===== src/sv/cdms_pkg.sv =====
// ============================================================================
// cdms_pkg
// Shared types, marker constants and helpers for the CDATA marker stripper.
// ============================================================================
package cdms_pkg;

	localparam int BYTE_W  = 8;
	localparam int WIN_N   = 9;
	localparam int OPEN_N  = 9;
	localparam int CLOSE_N = 3;
	localparam int CNT_W   = $clog2(WIN_N + 1);

	typedef logic [BYTE_W-1:0]            byte_t;
	typedef logic [CNT_W-1:0]             cnt_t;
	typedef logic [WIN_N-1:0][BYTE_W-1:0] win_t;

	localparam cnt_t WIN_CNT   = cnt_t'(WIN_N);
	localparam cnt_t OPEN_CNT  = cnt_t'(OPEN_N);
	localparam cnt_t CLOSE_CNT = cnt_t'(CLOSE_N);

	// Entry 0 holds the first character of each marker.
	localparam logic [OPEN_N-1:0][BYTE_W-1:0] OPEN_MARK = {
		8'h5B, 8'h61, 8'h74, 8'h61, 8'h64, 8'h63, 8'h5B, 8'h21, 8'h3C
	};
	localparam logic [CLOSE_N-1:0][BYTE_W-1:0] CLOSE_MARK = {
		8'h3E, 8'h5D, 8'h5D
	};

	typedef struct packed {
		logic opener;
		logic closer;
	} dec_t;

	function automatic byte_t fold_lower(input byte_t b);
		byte_t r;
		r = b;
		if (b inside {[8'h41:8'h5A]}) begin
			r = b + 8'h20;
		end
		return r;
	endfunction

endpackage


===== src/sv/cdms_decide.sv =====
// ============================================================================
// cdms_decide
// Marker detection on the lookahead window: opening marker with letters
// folded to lower case, closing marker exact and only inside a section.
// ============================================================================
module cdms_decide (
	input  cdms_pkg::win_t win,
	input  cdms_pkg::cnt_t cnt,
	input  logic           inside_section,
	output cdms_pkg::dec_t dec
);
	import cdms_pkg::*;

	logic [OPEN_N-1:0]  open_hit;
	logic [CLOSE_N-1:0] close_hit;

	always_comb begin
		for (int i = 0; i < OPEN_N; i++) begin
			open_hit[i] = (fold_lower(win[i]) == OPEN_MARK[i]);
		end
		for (int i = 0; i < CLOSE_N; i++) begin
			close_hit[i] = (win[i] == CLOSE_MARK[i]);
		end
		dec.opener = (cnt >= OPEN_CNT) && (&open_hit);
		dec.closer = inside_section && (cnt >= CLOSE_CNT) && (&close_hit);
	end

endmodule


===== src/sv/cdata_marker_stripper.sv =====
// ============================================================================
// cdata_marker_stripper
// Passes a byte stream through with CDATA opening and closing markers removed.
// ============================================================================
//
// Channel  Dir  Payload                                 Framing
// s_*      in   tdata[7:0] = in_byte                    tlast = in_last
// m_*      out  tdata[7:0] = out_byte, tuser = out_valid tlast = out_last
//
// Within a document one byte is taken per cycle unless the output stalls; the
// marker compare on the nine-byte window sits between the window registers and
// the output register. After the final byte the window drains at one decision
// per cycle while the output can take a byte, then a closing step emits the end
// mark; input is held off until the drain ends.
// Reset clears the window count, the section flag and the output valid.
// A stall on the output holds off input only while the output register is full.
//
module cdata_marker_stripper (
	input  logic       clk,
	input  logic       arst_n,
	input  logic       s_tvalid,
	output logic       s_tready,
	input  logic [7:0] s_tdata,   // [7:0] in_byte
	input  logic       s_tlast,
	output logic       m_tvalid,
	input  logic       m_tready,
	output logic [7:0] m_tdata,   // [7:0] out_byte
	output logic       m_tuser,   // [0] out_valid
	output logic       m_tlast
);
	import cdms_pkg::*;

	win_t  win_q, win_d;
	cnt_t  count_q, count_d;
	logic  inside_q, inside_d;
	logic  drain_q, drain_d;
	logic  pend_v_q, pend_v_d;
	byte_t pend_b_q, pend_b_d;

	win_t  pushed, src;
	cnt_t  src_cnt;
	dec_t  dec;
	logic  can_out, s_acc, decide_en, out_load;
	byte_t out_byte_d;
	logic  out_user_d, out_last_d;

	logic  m_tvalid_q, m_tuser_q, m_tlast_q;
	byte_t m_tdata_q;

	assign can_out  = !m_tvalid_q || m_tready;
	assign s_tready = !drain_q && can_out;
	assign s_acc    = s_tvalid && s_tready;

	always_comb begin
		pushed = win_q;
		for (int i = 0; i < WIN_N; i++) begin
			if (count_q == cnt_t'(i)) begin
				pushed[i] = s_tdata;
			end
		end
		src     = drain_q ? win_q : pushed;
		src_cnt = drain_q ? count_q : count_q + cnt_t'(1);
	end

	cdms_decide u_decide (
		.win            (src),
		.cnt            (src_cnt),
		.inside_section (inside_q),
		.dec            (dec)
	);

	always_comb begin
		win_d      = win_q;
		count_d    = count_q;
		inside_d   = inside_q;
		drain_d    = drain_q;
		pend_v_d   = pend_v_q;
		pend_b_d   = pend_b_q;
		out_load   = 1'b0;
		out_byte_d = src[0];
		out_user_d = 1'b1;
		out_last_d = 1'b0;
		decide_en  = 1'b0;

		if (s_acc) begin
			win_d   = pushed;
			count_d = src_cnt;
			if (s_tlast) begin
				drain_d = 1'b1;
			end else begin
				decide_en = (src_cnt == WIN_CNT);
			end
		end else if (drain_q && can_out) begin
			if (count_q == '0) begin
				out_load   = 1'b1;
				out_byte_d = pend_v_q ? pend_b_q : '0;
				out_user_d = pend_v_q;
				out_last_d = 1'b1;
				drain_d    = 1'b0;
				inside_d   = 1'b0;
				pend_v_d   = 1'b0;
			end else begin
				decide_en = 1'b1;
			end
		end

		if (decide_en) begin
			if (dec.opener) begin
				count_d  = '0;
				inside_d = 1'b1;
			end else if (dec.closer) begin
				win_d    = src >> (CLOSE_N * BYTE_W);
				count_d  = src_cnt - CLOSE_CNT;
				inside_d = 1'b0;
			end else begin
				win_d   = src >> BYTE_W;
				count_d = src_cnt - cnt_t'(1);
				if (drain_q) begin
					// The last emitted byte is held back until the drain ends.
					pend_b_d = src[0];
					pend_v_d = 1'b1;
					if (pend_v_q) begin
						out_load   = 1'b1;
						out_byte_d = pend_b_q;
					end
				end else begin
					out_load = 1'b1;
				end
			end
		end
	end

	always_ff @(posedge clk or negedge arst_n) begin
		if (!arst_n) begin
			count_q    <= '0;
			inside_q   <= 1'b0;
			drain_q    <= 1'b0;
			pend_v_q   <= 1'b0;
			m_tvalid_q <= 1'b0;
		end else begin
			count_q  <= count_d;
			inside_q <= inside_d;
			drain_q  <= drain_d;
			pend_v_q <= pend_v_d;
			if (out_load) begin
				m_tvalid_q <= 1'b1;
			end else if (m_tready) begin
				m_tvalid_q <= 1'b0;
			end
		end
	end

	always_ff @(posedge clk) begin
		win_q    <= win_d;
		pend_b_q <= pend_b_d;
		if (out_load) begin
			m_tdata_q <= out_byte_d;
			m_tuser_q <= out_user_d;
			m_tlast_q <= out_last_d;
		end
	end

	assign m_tvalid = m_tvalid_q;
	assign m_tdata  = m_tdata_q;
	assign m_tuser  = m_tuser_q;
	assign m_tlast  = m_tlast_q;

	a_count_range: assert property (@(posedge clk) disable iff (!arst_n)
		count_q <= WIN_CNT)
		else $error("window count above depth");

	a_count_stream: assert property (@(posedge clk) disable iff (!arst_n)
		!drain_q |-> count_q < WIN_CNT)
		else $error("full window outside drain");

	a_pend_drain: assert property (@(posedge clk) disable iff (!arst_n)
		!drain_q |-> !pend_v_q)
		else $error("held byte outside drain");

	a_last_drain: assert property (@(posedge clk) disable iff (!arst_n)
		s_tvalid && s_tready && s_tlast |=> drain_q && !s_tready)
		else $error("final byte did not start drain");

	a_empty_end: assert property (@(posedge clk) disable iff (!arst_n)
		m_tvalid && !m_tuser |-> m_tlast && m_tdata == '0)
		else $error("empty result without end mark");

endmodule

===== config.mk =====
export PLATFORM = sky130hd
export DESIGN_NAME = cdata_marker_stripper
export DESIGN_NICKNAME = d
export VERILOG_FILES = /design/src/sv/cdms_pkg.sv /design/src/sv/cdms_decide.sv /design/src/sv/cdata_marker_stripper.sv
export SDC_FILE = /design/constraint.sdc
export NUM_CORES = 1
export LEC_CHECK = 0
export BUFFER_PORTS_ARGS = -buffer_cell sky130_fd_sc_hd__buf_2
export CORE_MARGIN = 5
export CORE_UTILIZATION = 50
export CTS_CLUSTER_SIZE = 10
export DETAILED_ROUTE_END_ITERATION = 12
export PLACE_DENSITY = 0.73
export SKIP_CTS_REPAIR_TIMING = 1
export SYNTH_ARGS = -nofsm -noshare
export SYNTH_HDL_FRONTEND = slang
export SYNTH_SLANG_ARGS = --single-unit

===== constraint.sdc =====
create_clock -name clk -period 6 [get_ports clk]
set_input_delay 0.6 -clock clk [delete_from_list [all_inputs] [get_ports clk]]
set_output_delay 0.6 -clock clk [all_outputs]
set_load 0.05 [all_outputs]

Yosys cells after proc, flatten, opt, wreduce, memory -nomap -nowiden
Index checks and enable logic that the tools add are counted.
Operators by class
  add/subtract/negate cells: 12
  order comparisons: 20
  eq/ne operators: 22
  muxes and demuxes: 68
  bitwise logic cells: 4
  reductions and logical operators: 28
Operator list (count)
  $mux 72: 4
  $mux 8: 27
  $add 8x6->8 const B: 9
  $eq 8x7->1 const B: 9
  $ge 8x7->1 const B: 9
  $le 8x7->1 const B: 9
  $mux 64: 1
  $mux 1: 31
  $eq 8x6->1 const B: 3
  $mux 4: 5
  $eq 4x3->1 const B: 4
  $logic_and 1x1->1: 15
  $reduce_and 9->1: 1
  $eq 4x2->1 const B: 2
  $eq 4x4->1 const B: 2
  $reduce_bool 2->1: 4
  $reduce_and 3->1: 2
  $add 4x1->4 const B: 1
  $eq 4x1->1 const B: 1
  $ge 4x2->1 const B: 1
  $ge 4x4->1 const B: 1
  $logic_not 4->1: 1
  $not 1->1: 4
  $reduce_and 4->1: 1
  6 further kinds: 7
Storage, ports and cells
  bits in registers: 98
  output and inout bits: 12

Depth between registers and ports, before layout
Gate-level depths: netlist (run 1).
  depth in word-level cells: 12
  gate-level depth with buffers: 18
  gate-level depth less buffers: 14

Cells and area by module
From an unflattened synthesis (run 1), not the netlist that was laid out.
Second synthesis, totals
  cell total of the unflattened synthesis: 662
  area total of the unflattened synthesis: 6567.5 um2
Modules (own cells, without submodules)
  cdata_marker_stripper: times used 1, cells each 606, area each 6123.4 um2, sequential area each 2182.1 um2
  cdms_decide: times used 1, cells each 56, area each 444.2 um2, sequential area each 0.0 um2

Worst setup path after synthesis (run 1)
Ideal clock, no wire load.
  path type: flip-flop to flip-flop
  start point: register count_q[1]
  end point: register m_tdata_q[0] (netlist: m_tdata[0]) (enable)
  data arrival time: 3878 ps
  required time: 5685 ps
  path slack: 1807 ps
  cell stages (with the launch flop): 16
  path buffers: 2
  path through: dfrtp_1 inv_1 ha_1 clkbuf_1 nor4b_2 o21ai_0 ha_1 or4b_2 o22ai_1 a22oi_1 nor4_1 and4_1 a21oi_2 buf_2 nand2_1 nand2_1
Between the ends
  cells in the longest elaborated chain, start to end: 11
RTL lines
  from (decl): RTL line cdata_marker_stripper.sv:34  | cnt_t count_q, count_d;
  from (signal assigned): RTL line cdata_marker_stripper.sv:141  | count_q <= count_d;
  $eq 4x1->1 (tied with other cells): RTL line cdata_marker_stripper.sv:57  | if (count_q == cnt_t'(i)) begin
  $mux 8: RTL line cdata_marker_stripper.sv:57
  $mux 72: RTL line cdata_marker_stripper.sv:61  | src = drain_q ? win_q : pushed;
  $ge 8x7->1 / $le 8x7->1 (equally long branches): RTL line cdms_pkg.sv:37  | if (b inside {[8'h41:8'h5A]}) begin
  $logic_and 1x1->1: RTL line cdms_pkg.sv:37
  $mux 8: RTL line cdms_pkg.sv:37
  $eq 8x6->1 / $eq 8x7->1 (equally long branches): RTL line cdms_decide.sv:19  | open_hit[i] = (fold_lower(win[i]) == OPEN_MARK[i]);
  $reduce_and 9->1: RTL line cdms_decide.sv:24  | dec.opener = (cnt >= OPEN_CNT) && (&open_hit);
  $logic_and 1x1->1: RTL line cdms_decide.sv:24
  $mux 1: RTL line cdata_marker_stripper.sv:108  | if (dec.opener) begin
  $mux 1 (*): RTL line cdata_marker_stripper.sv:107  | if (decide_en) begin
  named net out_load: RTL line cdata_marker_stripper.sv:43  | logic can_out, s_acc, decide_en, out_load;
  to (signal assigned): RTL line cdata_marker_stripper.sv:157  | m_tdata_q <= out_byte_d;
  to (decl): RTL line cdata_marker_stripper.sv:48  | byte_t m_tdata_q;
Mark *: on every way through the listed nets, which the timed path passes. The rest lies on a longest branch.
A chain may end at the register's enable or synchronous reset.

==> qor.csv, run 1 <==
metric;value;unit
pre-CTS setup slack;1.14;ns
XOR/XNOR share of the synthesized area;0.768;%
Pins Over Slew Limit;0;
total CTS buffers;9;
synthesized-area fraction occupied by adder cells;2.89;%
slowest library cell on the worst path;sky130_fd_sc_hd__nor4b_2;
CP startpoint kind;flop;
status;complete, no violations;
Clock Pin Slew Worst Setup and Hold Paths;0.07;ns
main combinational cell family by area after synthesis;simple AND/OR/NAND/NOR gates;
transition time of the tightest slew-check pin;1.14;ns
routed length on met3;2.07;mm
total gr overflow;0;
Reg-to-Reg Start;count_q[1]$_DFFE_PN0P_;
final number of hold-violating endpoints;0;
number of clock sinks;98;
cell count after placement;959;
final standard cell utilization of the core;54.4;%
Via-to-Cell Ratio;6.60;
number of top-level pins;25;
total nets after synthesis;844;
metal2 WL;9.62;mm
wire length of the first global-routing pass;33.7;mm
crit-path max FO;110;
Max Root-Sink Buffers;2;
Post-Syn Area per Cell;8.38;um^2
# DRC;0;
arrival time at the worst endpoint;5.30;ns
fraction of the mapped netlist area in simple logic gates;23.9;%
Synthesis Warnings;0;
number of global-route vias before repair;6265;
Die Span X;127;um
final RePlAce weighted congestion;0.961;
cell seen most often among critical-path stages;sky130_fd_sc_hd__ha_1;
count of endpoints failing setup in the final report;0;
EDFF count, synth;18;
share of post-route cells with drive strength above 1;11.4;%
Starting Density;51.2;%
worst reg2reg path depth;14;
min Tclk post-route;5.08;ns
Skew-Pair Late Insertion Delay;0.36;ns
Core Box Area;0.0133;mm^2
highest routed metal layer;met4;
Slowest Stage Delay on Critical Path;0.83;ns
dominant delay contributor by cell family on the critical path;simple AND/OR/NAND/NOR gates;
flip-flop and latch count after synthesis;98;
final setup skew;0.00939;ns
sequential area share after synthesis;31.9;%
P per Cell Area;528;mW/mm^2
DP Wirelength;14.6;mm
# H-tree levels;3;
Clock Root Buffer;sky130_fd_sc_hd__clkbuf_16;
classification of the worst setup path;flop to flop;
buffering stage count on the worst path with inverters included;2;
share of the cycle needed by the critical path after routing;84.6;%
number of nets in the finished design;822;
Achievable Freq;197;MHz
Routed WL;21.2;mm
maximum ir drop on the vdd rail;0.310;mV
cell area after synthesis;0.00684;mm^2
most frequent cells in the layout;sky130_fd_sc_hd__nand2_1 (111), sky130_fd_sc_hd__mux2i_1 (84), sky130_fd_sc_hd__dfxtp_1 (72);
number of diodes added for antenna fixing;0;
Post-synth ARST share;8.16;%
number of antenna violations at the first check in global routing;0;
Main synth FF type;sky130_fd_sc_hd__dfxtp_1;
CP Capture Type;flop;
cell count after synthesis;816;
chain of cells forming the critical path;inv_1 -> ha_1 -> nor4b_2 -> o21ai_0 -> ha_1 -> or4b_2 -> o22ai_1 -> a22oi_1 -> nor4_1 -> and4_1 -> a21oi_4 -> buf_12 -> a211oi_1 -> a21oi_1;
unrepaired setup endpoints after global routing;false;
pin count of the biggest net entering global routing;111;
drt first pass iters;5;
required arrival time at the worst endpoint;6.22;ns
worst slew slack as a fraction of its limit;23.7;%
clock tree from TritonCTS;built;
routed length on met1;8.60;mm
WL per Instance;21.8;um
final cell count without fillers;975;
MaxCap Viol Count;0;
Cell variety after synth;75;
Die Outline Area;0.0161;mm^2
HP Class;input pin to asynchronous set/reset pin;
Synth Area in Compound Gates;19.1;%
number of violations reported at the end of detailed-routing iteration 0;793;
area growth from synthesis to layout;6.22;%
number of buffers added on ports;24;
Setup Total Neg Slack;0;ns
Register-to-Register Setup Slack;0.92;ns
via count;6436;
static leakage;2.98;nW
multiplexer share of the synthesized area;15.3;%
Total Routing Usage GR;26.2;%
endpoint of the worst-slack reg-to-reg timing path;win_q[20]$_DFF_P_;
number of routed nets with antenna violations;0;
most common library cell in the layout ignoring fill and taps;sky130_fd_sc_hd__nand2_1;
Vert. Die Dim;127;um
smallest setup slack after layout;0.922;ns
number of placement rows;42;
[layer usage]
metal / up-vias / track usage (%)
met5: - / 0
met4: 0 / 11.7
met3: 79 / 6.14
met2: 364 / 41.3
met1: 3034 / 34.1
li1: 2959 / -
[metrics by stage]
stage,total power [mW],area (um^2),hold slack (ns)
floorplan,2.73,6840,0.304
CTS,3.79,7260,0.0834
global route,4.08,7260,0.0916
detailed placement,3.22,6980,0.466
global placement,3.15,6980,0.469
finish,3.84,7260,0.0807
[cells in the mapped netlist (4+ instances only)]
cell type / instances / share of area, %
sky130_fd_sc_hd__nor3_1: 10 / 0.73
sky130_fd_sc_hd__a21oi_1: 47 / 3.4
sky130_fd_sc_hd__and3_1: 25 / 2.3
sky130_fd_sc_hd__mux2_2: 18 / 3.0
sky130_fd_sc_hd__nand4_1: 8 / 0.73
sky130_fd_sc_hd__dfxtp_1: 72 / 21
sky130_fd_sc_hd__mux2i_1: 84 / 12
sky130_fd_sc_hd__or4_1: 6 / 0.66
sky130_fd_sc_hd__nand3_1: 28 / 2.0
sky130_fd_sc_hd__o211ai_1: 6 / 0.66
sky130_fd_sc_hd__nor2_1: 48 / 2.6
sky130_fd_sc_hd__o32a_1: 10 / 1.5
sky130_fd_sc_hd__nor4_1: 7 / 0.64
sky130_fd_sc_hd__nor3b_1: 5 / 0.55
sky130_fd_sc_hd__nand4b_1: 6 / 0.77
sky130_fd_sc_hd__nand2_1: 111 / 6.1
sky130_fd_sc_hd__buf_2: 17 / 1.2
sky130_fd_sc_hd__nor2b_1: 5 / 0.46
sky130_fd_sc_hd__nand2b_1: 10 / 0.91
sky130_fd_sc_hd__xnor2_1: 6 / 0.77
sky130_fd_sc_hd__o2bb2ai_1: 7 / 0.90
sky130_fd_sc_hd__edfxtp_1: 18 / 7.9
sky130_fd_sc_hd__clkbuf_1: 45 / 2.5
sky130_fd_sc_hd__buf_6: 7 / 1.2
sky130_fd_sc_hd__a211oi_1: 31 / 3.4
sky130_fd_sc_hd__inv_1: 19 / 1.0
sky130_fd_sc_hd__nor4bb_1: 5 / 0.73
sky130_fd_sc_hd__o21ai_0: 37 / 2.7
sky130_fd_sc_hd__o21ai_1: 21 / 1.5
sky130_fd_sc_hd__o21a_1: 4 / 0.44
sky130_fd_sc_hd__a31oi_1: 5 / 0.46
sky130_fd_sc_hd__o22ai_1: 5 / 0.46
sky130_fd_sc_hd__dfrtp_1: 8 / 2.9
sky130_fd_sc_hd__ha_1: 15 / 2.7
sky130_fd_sc_hd__nor4b_1: 4 / 0.51
sky130_fd_sc_hd__o32ai_1: 4 / 0.51
[power breakdown]
group          switching (mW)  internal (mW)
clock network           0.260          0.306
logic                    1.22          0.735
registers               0.313           1.00
[cells by family after synthesis]
family,Yosys count
XOR/XNOR,6
AO/OA/AOI/OAI,200
buffers and inverters,91
flip-flops,98
adder cells (fa/ha/maj),16
AND/OR/NAND/NOR,303
multiplexers,102
[worst max-delay path by stage]
stage	depth (start not counted)	slack, ns	start	to
global placement	14	1.28	count_q[1]$_DFFE_PN0P_	win_q[17]$_DFF_P_
global route	14	0.55	count_q[1]$_DFFE_PN0P_	win_q[14]$_DFF_P_
finish	14	0.92	count_q[1]$_DFFE_PN0P_	win_q[20]$_DFF_P_
CTS	14	1.11	count_q[1]$_DFFE_PN0P_	win_q[20]$_DFF_P_
detailed placement	14	1.14	count_q[1]$_DFFE_PN0P_	win_q[20]$_DFF_P_
floorplan	15	1.81	count_q[1]$_DFFE_PN0P_	m_tdata[0]$_DFFE_PP_
[final cells by class]
class / count / area [um^2]
fillers: 1261 / 6080
well taps: 176 / 220
flip-flops and latches: 98 / 2180
clock inverters: 3 / 22.5
clock buffers: 13 / 260
multi-input cells: 627 / 4260
inverters: 19 / 71.3
repair buffers: 39 / 245
[worst reg2reg max path: cells and delay by family, from the launching register on]
kind                     cells  cell delay, ns
AND/OR/NAND/NOR              4            2.07
buffers and inverters        2            0.46
flip-flops                   1            0.44
AO/OA/AOI/OAI                6            1.15
adder cells (fa/ha/maj)      2            0.83
[flip-flops by register name, indices dropped and copies added, names as in the netlist]
name      cells
count_q       4
drain_q       1
inside_q      1
m_tdata       8
m_tlast       1
m_tuser       1
m_tvalid      1
pend_b_q      8
pend_v_q      1
win_q        72
(Power assumes the default switching activity.)
==> inputs of run 2 (changes only) <==
--- a/config.mk
+++ b/config.mk
@@ -5,12 +5,13 @@
 export SDC_FILE = /design/constraint.sdc
 export NUM_CORES = 1
 export LEC_CHECK = 0
+export ABC_AREA = 1
 export BUFFER_PORTS_ARGS = -buffer_cell sky130_fd_sc_hd__buf_2
 export CORE_MARGIN = 5
 export CORE_UTILIZATION = 50
 export CTS_CLUSTER_SIZE = 10
 export DETAILED_ROUTE_END_ITERATION = 12
-export PLACE_DENSITY = 0.73
+export PLACE_DENSITY = 0.75
 export SKIP_CTS_REPAIR_TIMING = 1
 export SYNTH_ARGS = -nofsm -noshare
 export SYNTH_HDL_FRONTEND = slang
==> constraint.sdc (replaced) <==
create_clock -name clk -period 4.5 [get_ports clk]
set_input_delay 0.45 -clock clk [delete_from_list [all_inputs] [get_ports clk]]
set_output_delay 0.45 -clock clk [all_outputs]
set_load 0.05 [all_outputs]
==> run 2 against run 1 <==
  * Final area up 17%
  * First-iteration DRC count up 32%
  * Worst hold slack better by 0.25 ns
  * Count of clock-buffer cells in the layout stayed put
  * Synthesized cell count is 64% higher
  * Register-to-register slack worse by 0.44 ns
  * Non-clock buffer count increased by 9
  * Clock skew is 0.0045 ns higher
  * Largest power group unchanged
  * Highest routed layer unchanged
==> qor.csv, run 2 <==
metric;value;unit
slowest library cell on the worst path;sky130_fd_sc_hd__ha_1;
crit-path max FO;46;
Total Routing Usage GR;28.9;%
share of post-route cells with drive strength above 1;8.54;%
dominant delay contributor by cell family on the critical path;simple AND/OR/NAND/NOR gates;
total gr overflow;0;
classification of the worst setup path;flop to flop;
MaxCap Viol Count;0;
DP Wirelength;18.6;mm
worst slew slack as a fraction of its limit;49.9;%
pin count of the biggest net entering global routing;76;
Register-to-Register Setup Slack;0.48;ns
maximum ir drop on the vdd rail;0.320;mV
share of power burned in combinational logic;65.8;%
P_sw;3.90;mW
WL per Instance;17.6;um
total nets after synthesis;1367;
largest reg by FF count;win_q;
min Tclk post-route;4.02;ns
leading cell type by number of instances after synthesis;sky130_fd_sc_hd__nand2_1;
cell area after synthesis;0.00816;mm^2
status;complete, no violations;
Routed WL;27.1;mm
share of the cycle needed by the critical path after routing;89.3;%
cell types with the largest area share after synthesis;sky130_fd_sc_hd__nand2_1 (22%), sky130_fd_sc_hd__dfxtp_1 (18%), sky130_fd_sc_hd__nand3_1 (13%);
Die Outline Area;0.0190;mm^2
Fin Hold WS;0.333;ns
via count;9038;
Starting Density;51.2;%
fraction of power spent switching nets;54.9;%
static leakage;3.92;nW
required arrival time at the worst endpoint;4.78;ns
area growth from synthesis to layout;4.17;%
number of clock sinks;98;
Setup Total Neg Slack;0;ns
buffering stage count on the worst path with inverters included;3;
P per Cell Area;836;mW/mm^2
Post-synth ARST share;8.16;%
Sequential Power Share;23.2;%
Pins Over Slew Limit;0;
flip-flop and latch count after synthesis;98;
EDFF count, synth;18;
clock tree from TritonCTS;built;
number of antenna violations at the first check in global routing;0;
cell count after synthesis;1339;
number of buffers added on ports;24;
transition time of the tightest slew-check pin;0.752;ns
# H-tree levels;3;
number of top-level pins;25;
Die Span X;138;um
sequential area share after synthesis;26.7;%
arrival time at the worst endpoint;4.30;ns
CP startpoint kind;flop;
Max Root-Sink Buffers;2;
number of routed nets with antenna violations;0;
Clock Pin Slew Worst Setup and Hold Paths;0.07;ns
commonest cells in the netlist;sky130_fd_sc_hd__nand2_1 (479), sky130_fd_sc_hd__nand3_1 (216), sky130_fd_sc_hd__inv_1 (93);
drt first pass iters;6;
final RePlAce weighted congestion;1.01;
number of violations reported at the end of detailed-routing iteration 0;1047;
final setup skew;0.0139;ns
Main synth FF type;sky130_fd_sc_hd__dfxtp_1;
Slowest Stage Delay on Critical Path;0.60;ns
Post-Syn Area per Cell;6.10;um^2
count of endpoints failing setup in the final report;0;
CP Capture Type;flop;
HP Class;input pin to flop;
number of flip-flops under the largest register name;72;
share of Yosys cell area claimed by the top area cell type;22.0;%
number of diodes added for antenna fixing;0;
Achievable Freq;249;MHz
number of nets in the finished design;1346;
# DRC;0;
Via-to-Cell Ratio;5.87;
unrepaired setup endpoints after global routing;false;
total CTS buffers;9;
number of placement rows;46;
Clock Root Buffer;sky130_fd_sc_hd__clkbuf_16;
chain of cells forming the critical path;inv_1 -> ha_1 -> nand3_4 -> inv_2 -> nand2_1 -> nand3_1 -> nand2_1 -> ha_1 -> nand2_1 -> nand3_1 -> nand4_1 -> nor2_1 -> nand3_1 -> nor2_1 -> nor2_4 -> buf_4 -> o21ai_0 -> o21ai_0;
Cell variety after synth;39;
most frequent cells in the layout;sky130_fd_sc_hd__nand2_1 (479), sky130_fd_sc_hd__nand3_1 (216), sky130_fd_sc_hd__inv_1 (92);
Core Box Area;0.0159;mm^2
post-layout power;7.11;mW
Skew-Pair Late Insertion Delay;0.36;ns
Vert. Die Dim;138;um
cell type with the largest total area after synthesis;sky130_fd_sc_hd__nand2_1;
most common library cell in the layout ignoring fill and taps;sky130_fd_sc_hd__nand2_1;
final number of hold-violating endpoints;0;
relative contribution of the clock network to total power;11.1;%
wire length of the first global-routing pass;42.8;mm
number of global-route vias before repair;8092;
Synthesis Warnings;0;
internal power;3.20;mW
## run 2: cell count changes in the layout (fill, tap and decap cells not counted), moves of 25 or more
cell,delta
sky130_fd_sc_hd__o21ai_0,+44
sky130_fd_sc_hd__and3_1,-25
sky130_fd_sc_hd__nand2_1,+368
sky130_fd_sc_hd__o21ai_1,+46
sky130_fd_sc_hd__a211oi_1,-31
sky130_fd_sc_hd__nand3_1,+188
sky130_fd_sc_hd__inv_1,+73
sky130_fd_sc_hd__mux2i_1,-84
## run 2: through the flow
stage,cell area [um^2],util (%),instances,setup slack [ns]
final,8500,53.3,1539,0.481
after global routing,8500,53.3,1539,0.292
after global placement,8210,51.5,1522,0.718
after floorplan,8160,-,1339,1.14
after CTS,8490,53.3,1538,0.592
after detailed placement,8210,51.5,1522,0.644
## run 2: area by class of cell
cell class / count / area, um^2
Clock buffer: 13 / 240
Clock inverter: 3 / 40.0
Fill cell: 1627 / 7440
Inverter: 98 / 370
Multi-Input combinational cell: 1063 / 5070
Sequential cell: 98 / 2180
Tap cell: 216 / 270
Timing Repair Buffer: 48 / 328
## run 2: kinds of logic (layout without fill, tap and decap cells)
kind of cell    after synthesis  after routing  synth area share (%)
fa+ha+maj                    15             15                  2.30
flops                        98             98                  26.7
buf+inv                     178            162                  11.2
simple gates                837            837                  45.5
compound gates              205            205                  13.6
xor+xnor                      6              6                 0.644
## run 2: power by group through the flow
stage,clock (mW),combinational [mW],sequential (mW)
after floorplan,0,3.46,1.72
after global placement,0,4.50,1.64
after detailed placement,0,4.54,1.65
after CTS,0.786,4.58,1.64
after global routing,0.821,5.16,1.69
final,0.786,4.67,1.65
## run 2: layer usage
layer  up-vias  global-route usage [%]  routed length (um)
met5         -                       0                   0
met4         0                    13.4                1210
met3        90                    5.41                3010
met2       508                    46.4               12100
met1      4050                    37.6               10900
li1       4390                       -                   -
## run 2: worst reg2reg max path, stage by stage, from the launching register on
cell and delay (ns):
sky130_fd_sc_hd__dfrtp_1 0.48, sky130_fd_sc_hd__inv_1 0.15, sky130_fd_sc_hd__ha_1 0.60, sky130_fd_sc_hd__nand3_4 0.28, sky130_fd_sc_hd__inv_2 0.19, sky130_fd_sc_hd__nand2_1 0.10
sky130_fd_sc_hd__nand3_1 0.10, sky130_fd_sc_hd__nand2_1 0.15, sky130_fd_sc_hd__ha_1 0.31, sky130_fd_sc_hd__nand2_1 0.07, sky130_fd_sc_hd__nand3_1 0.08, sky130_fd_sc_hd__nand4_1 0.10
sky130_fd_sc_hd__nor2_1 0.06, sky130_fd_sc_hd__nand3_1 0.08, sky130_fd_sc_hd__nor2_1 0.07, sky130_fd_sc_hd__nor2_4 0.25, sky130_fd_sc_hd__buf_4 0.57, sky130_fd_sc_hd__o21ai_0 0.22
sky130_fd_sc_hd__o21ai_0 0.11
## run 2: path summary, 6_finish.rpt
| path | end | startpoint | cells after the start |
|---|---|---|---|
| max | win_q[10]$_DFF_P_ | count_q[1]$_DFFE_PN0P_ | 18 |
| min | drain_q$_DFFE_PN0P_ | s_tlast | 3 |
| max reg2reg | win_q[10]$_DFF_P_ | count_q[1]$_DFFE_PN0P_ | 18 |
| min reg2reg | win_q[68]$_DFF_P_ | win_q[68]$_DFF_P_ | 2 |
| max in group asynchronous | drain_q$_DFFE_PN0P_ | arst_n | 2 |
| min in group asynchronous | count_q[1]$_DFFE_PN0P_ | arst_n | 2 |
